[src/sv/ksrl_pkg.sv]
// Package for key_set_with_rollback_log: opcodes, status codes, result word
// type and parameter defaults. No dependencies.
package ksrl_pkg;

  localparam int unsigned LOG_DEPTH_DEF = 256;
  localparam int unsigned KEY_BITS_DEF  = 64;
  localparam int unsigned KEY_W         = 64;
  localparam int unsigned MARK_W        = 9;
  localparam int unsigned COUNT_W       = 9;

  localparam logic OP_ADD      = 1'b0;
  localparam logic OP_ROLLBACK = 1'b1;

  localparam logic [1:0] ST_PRESENT = 2'd0;
  localparam logic [1:0] ST_ADDED   = 2'd1;
  localparam logic [1:0] ST_ROLLED  = 2'd2;
  localparam logic [1:0] ST_REFUSED = 2'd3;

  typedef struct packed {
    logic               done;
    logic [1:0]         status;
    logic [COUNT_W-1:0] count;
  } result_t;

endpackage

[src/sv/ksrl_ctrl.sv]
// Sequencer and shared key comparator: scans the live log one entry per
// cycle, appends on miss if not full, handles rollback. Depends on ksrl_pkg.
module ksrl_ctrl #(
  parameter int unsigned LOG_DEPTH = ksrl_pkg::LOG_DEPTH_DEF,
  parameter int unsigned KEY_BITS  = ksrl_pkg::KEY_BITS_DEF,
  parameter int unsigned AW        = 8,
  parameter int unsigned CNT_W     = 9
) (
  input  logic                        clk_i,
  input  logic                        rst_ni,
  input  logic                        start,
  output logic                        busy,
  input  logic                        op_i,
  input  logic [ksrl_pkg::KEY_W-1:0]  key_i,
  input  logic [ksrl_pkg::MARK_W-1:0] mark_i,
  output logic                        mem_we_o,
  output logic [AW-1:0]               mem_waddr_o,
  output logic [KEY_BITS-1:0]         mem_wdata_o,
  output logic                        mem_re_o,
  output logic [AW-1:0]               mem_raddr_o,
  input  logic [KEY_BITS-1:0]         mem_rdata_i,
  output ksrl_pkg::result_t           res_o
);

  localparam int unsigned CMP_W =
      (CNT_W > ksrl_pkg::MARK_W) ? CNT_W : ksrl_pkg::MARK_W;
  localparam logic [CNT_W-1:0] DEPTH_CNT = CNT_W'(LOG_DEPTH);

  localparam logic S_IDLE = 1'b0;
  localparam logic S_SCAN = 1'b1;

  logic                state_q, state_d;
  logic [CNT_W-1:0]    cnt_q, cnt_d;
  logic [CNT_W-1:0]    idx_q, idx_d;
  logic                rv_q, rv_d;
  logic [KEY_BITS-1:0] key_q, key_d;
  ksrl_pkg::result_t   res_q, res_d;

  logic             hit;
  logic [CMP_W-1:0] mark_ext;
  logic [CMP_W-1:0] cnt_ext;
  logic [CMP_W-1:0] cnt_d_ext;

  assign hit       = rv_q && (mem_rdata_i == key_q);
  assign mark_ext  = CMP_W'(mark_i);
  assign cnt_ext   = CMP_W'(cnt_q);
  assign cnt_d_ext = CMP_W'(cnt_d);

  always_comb begin
    state_d      = state_q;
    cnt_d        = cnt_q;
    idx_d        = idx_q;
    rv_d         = 1'b0;
    key_d        = key_q;
    res_d        = res_q;
    res_d.done   = 1'b0;
    mem_we_o     = 1'b0;
    mem_waddr_o  = cnt_q[AW-1:0];
    mem_wdata_o  = key_q;
    mem_re_o     = 1'b0;
    mem_raddr_o  = idx_q[AW-1:0];

    case (state_q)
      S_IDLE: begin
        if (start) begin
          if (op_i == ksrl_pkg::OP_ADD) begin
            key_d   = key_i[KEY_BITS-1:0];
            idx_d   = '0;
            state_d = S_SCAN;
          end else begin
            res_d.done = 1'b1;
            if (mark_ext > cnt_ext) begin
              res_d.status = ksrl_pkg::ST_REFUSED;
            end else begin
              cnt_d        = mark_ext[CNT_W-1:0];
              res_d.status = ksrl_pkg::ST_ROLLED;
            end
          end
        end
      end
      S_SCAN: begin
        if (hit) begin
          res_d.done   = 1'b1;
          res_d.status = ksrl_pkg::ST_PRESENT;
          state_d      = S_IDLE;
        end else if (idx_q == cnt_q && !rv_q) begin
          res_d.done = 1'b1;
          state_d    = S_IDLE;
          if (cnt_q == DEPTH_CNT) begin
            res_d.status = ksrl_pkg::ST_REFUSED;
          end else begin
            mem_we_o     = 1'b1;
            cnt_d        = cnt_q + 1'b1;
            res_d.status = ksrl_pkg::ST_ADDED;
          end
        end else if (idx_q != cnt_q) begin
          mem_re_o = 1'b1;
          rv_d     = 1'b1;
          idx_d    = idx_q + 1'b1;
        end
      end
      default: begin
        state_d = S_IDLE;
      end
    endcase

    res_d.count = cnt_d_ext[ksrl_pkg::COUNT_W-1:0];
  end

  always_ff @(posedge clk_i or negedge rst_ni) begin
    if (!rst_ni) begin
      state_q <= S_IDLE;
      cnt_q   <= '0;
      idx_q   <= '0;
      rv_q    <= 1'b0;
      res_q   <= '0;
    end else begin
      state_q <= state_d;
      cnt_q   <= cnt_d;
      idx_q   <= idx_d;
      rv_q    <= rv_d;
      res_q   <= res_d;
    end
  end

  always_ff @(posedge clk_i) begin
    key_q <= key_d;
  end

  assign busy  = (state_q != S_IDLE);
  assign res_o = res_q;

endmodule

[config.mk]
export PLATFORM = sky130hd
export DESIGN_NAME = ksrl_ctrl
export DESIGN_NICKNAME = d
export VERILOG_FILES = /design/src/sv/ksrl_pkg.sv /design/src/sv/ksrl_ctrl.sv
export SDC_FILE = /design/constraint.sdc
export NUM_CORES = 1
export LEC_CHECK = 0
export BUFFER_PORTS_ARGS = -buffer_cell sky130_fd_sc_hd__buf_2
export CORE_ASPECT_RATIO = 0.8
export CORE_UTILIZATION = 35
export CTS_BUF_LIST = sky130_fd_sc_hd__clkbuf_2 sky130_fd_sc_hd__clkbuf_4 sky130_fd_sc_hd__clkbuf_8
export DETAILED_ROUTE_END_ITERATION = 7
export GPL_TIMING_DRIVEN = 0
export REMOVE_ABC_BUFFERS = 1
export SLEW_MARGIN = 15
export SYNTH_ARGS = -nofsm -noshare
export SYNTH_HDL_FRONTEND = slang
export SYNTH_SLANG_ARGS = --single-unit
export TNS_END_PERCENT = 20
[constraint.sdc]
create_clock -name clk_i -period 7.2 [get_ports clk_i]
set_input_delay 0.72 -clock clk_i [delete_from_list [all_inputs] [get_ports clk_i]]
set_output_delay 0.72 -clock clk_i [all_outputs]
set_load 0.05 [all_outputs]
==> run metrics <==
post-synthesis sequential area ratio=56.2%; Clk network pwr share=20.7%; placed insts=757; EDFF count, synth=64; layout cell share with drive strength beyond 1=42.2%; Max Cap Violations=0; Finished Core Util=48.2%; Non-Filler Instances=773; critical path's slowest cell=or4_1; CP max FO=11; Clk Latency, worst-skew pair=0.37 ns; CTS Root Cell=clkbuf_8; period utilization=52.1%; Hold WS=0.328 ns; Max clock buf depth=2; DIE WIDTH=128 um; Yosys reg bits=87; global-route wire length before repair=19000 um; ys async rst share=26.4%; Mapped Area=4440 um^2; # DRC=0; CP dominant cell by count=buf_2; CP bufs+invs=2; placed wire-length estimate=10200 um; Vias=3748; total CTS buffers=9; Post-synth top cells=edfxtp_1, xnor2_1, inv_1; detailed router's first-iteration violation count=167; sw frac=43.0%; nets@finish=750; combinational share of power=39.2%; largest area contributor in the netlist=edfxtp_1; Startpoint Class=input port; post-DR vias/cell=4.85; drt pass-1 iters=5; Post-Route Skew=0.0116 ns; f_max=0.267 GHz; post-cts resize count=0; Primary FF master, synth=edfxtp_1; global route total overflow=0; leading post-synthesis cells by cell area=edfxtp_1, dfrtp_1, xnor2_1; cell-internal power=1.03 mW; Power Dens Cells=305 nW/um^2; Synth top area share=43.3%; P&R area growth vs syn=33.0%; placed cell areas=5690 um^2; Worst Setup End Kind=output pin; Worst Hold Class=input port to asynchronous set/reset pin; unrepaired setup endpoints after global routing=no; setup TNS=0 ns; Total Wirelength=12800 um; Port Buffers=235; Row Count=36; CTS tree=built; average wire per standard cell=16.6 um; Leak=2.63 nW; crit path time final=3.75 ns; starting density of the core=36.2%; Post-Syn Instances=376; average footprint of a synthesized cell=11.8 um^2; Worst slew margin=41.6%; maximum VDD drop=0.000314 V; vias in the first global route=3534; H-tree depth=3; P_sw=0.776 mW; Placer Congestion=0.911; final hold vios=0; arrival time at the worst endpoint=3.03 ns; core area=12300 um^2; Setup-failing EPs final=0; Crit path largest cell delay=0.66 ns; pin count of the biggest net entering global routing=65; DRT antenna net count=0; Setup Buffers After CTS=0; CTS sink count=87; Die Ht=103 um; Slew Viols, Final=0; synth warn=0; status=finished clean; Post-CTS Hold Buffers=0; Tightest Pin Transition=0.875 ns; cells along the critical path=buf_2 -> nor2b_1 -> a2111o_1 -> nor4_1 -> nand4_1 -> or4_1 -> and2_1 -> buf_2; io pins=236; Setup CP Type=input port to output pin; gr usage total=19.7%; clk slew on worst S/H paths=0.09 ns; CP required=6.48 ns; die area=13100 um^2; # diodes=0; Reg power frac=40.0%; Fillers=1165; antenna violations before repair=0; design area=5910 um^2; Synth cell types=47; top-count cell post-synth=edfxtp_1; Top Family by Delay on Critical Path=simple AND/OR/NAND/NOR gates
power groups by stage:
stage | clock network (mW) | registers, mW | logic (mW)
final | 0.374 | 0.722 | 0.708
after global routing | 0.405 | 0.734 | 0.763
after CTS | 0.388 | 0.721 | 0.709
after detailed placement | 0 | 0.732 | 0.706
after global placement | 0 | 0.733 | 0.693
after floorplan | 0 | 0.962 | 0.256
state kept, by name, indices dropped and copies added (netlist names):
name,flops
busy,1
idx_q,9
res_o,12
rv_q,1
mem_wdata_o,64
cells by family (layout without fill, tap and decap cells):
logic type      after synthesis  in the layout  synth area share, %
buf+inv                      57            283                 6.42
fa+ha+maj                    12             12                 3.38
mux                           2              2                0.479
flops                        87             87                 56.2
simple gates                104            104                 13.4
compound gates               62             62                 9.83
xor+xnor                     52             52                 10.3
path summary, 6_finish.rpt:
| kind | startpoint | endpoint | slack (ns) | cells past startpoint |
|---|---|---|---|---|
| min in group clk_i | key_i[51] | mem_wdata_o[51] | 0.52 | 1 |
| setup reg to reg | busy | res_o[2] | 3.93 | 7 |
| hold reg to reg | res_o[9] | res_o[9] | 0.53 | 2 |
| max in group asynchronous | rst_ni | res_o[0] | 6.49 | 1 |
| setup / recovery | mem_rdata_i[62] | mem_re_o | 3.45 | 8 |
| hold / removal | rst_ni | res_o[5] | 0.33 | 1 |
cell type report:
class | count | area, um^2 | area share (%)
clock buffers | 10 | 131 | 2.22
clock inverters | 6 | 83.8 | 1.42
inverters | 31 | 119 | 2.01
multi-input cells | 232 | 1660 | 28.1
flip-flops and latches | 87 | 2500 | 42.3
well taps | 171 | 214 | 3.62
repair buffers | 236 | 1200 | 20.4
layout by cell type, fill, tap and decap left out, types with 9 or more instances in the layout:
cell type	Yosys	routed
and3_1	10	10
buf_2	3	235
clkbuf_8	0	9
dfrtp_1	23	23
edfxtp_1	64	64
ha_1	12	12
inv_1	31	30
nand2_1	10	10
nand2b_1	16	16
nand4_1	15	15
nor2_1	9	9
nor3_1	12	12
o21ai_0	15	15
xnor2_1	37	37
xor2_1	15	15
stage by stage:
step	setup slack, ns	power (mW)
2_1_floorplan	3.55	1.22
3_3_place_gp	3.48	1.43
3_5_place_dp	3.45	1.44
4_1_cts	3.45	1.82
5_1_grt	3.26	1.90
6_report	3.45	1.80
layer usage:
metal  up-vias  wire (um)  share of wire (%)  track usage, %
li1       1807          -                  -               -
met1      1760       5740                 45            26.2
met2       164       6010                 47            31.1
met3        17        859                6.7            5.35
met4         0        219                1.7            7.42
met5         -          0                  0               0
No activity file was read; power rests on OpenSTA's default activity.
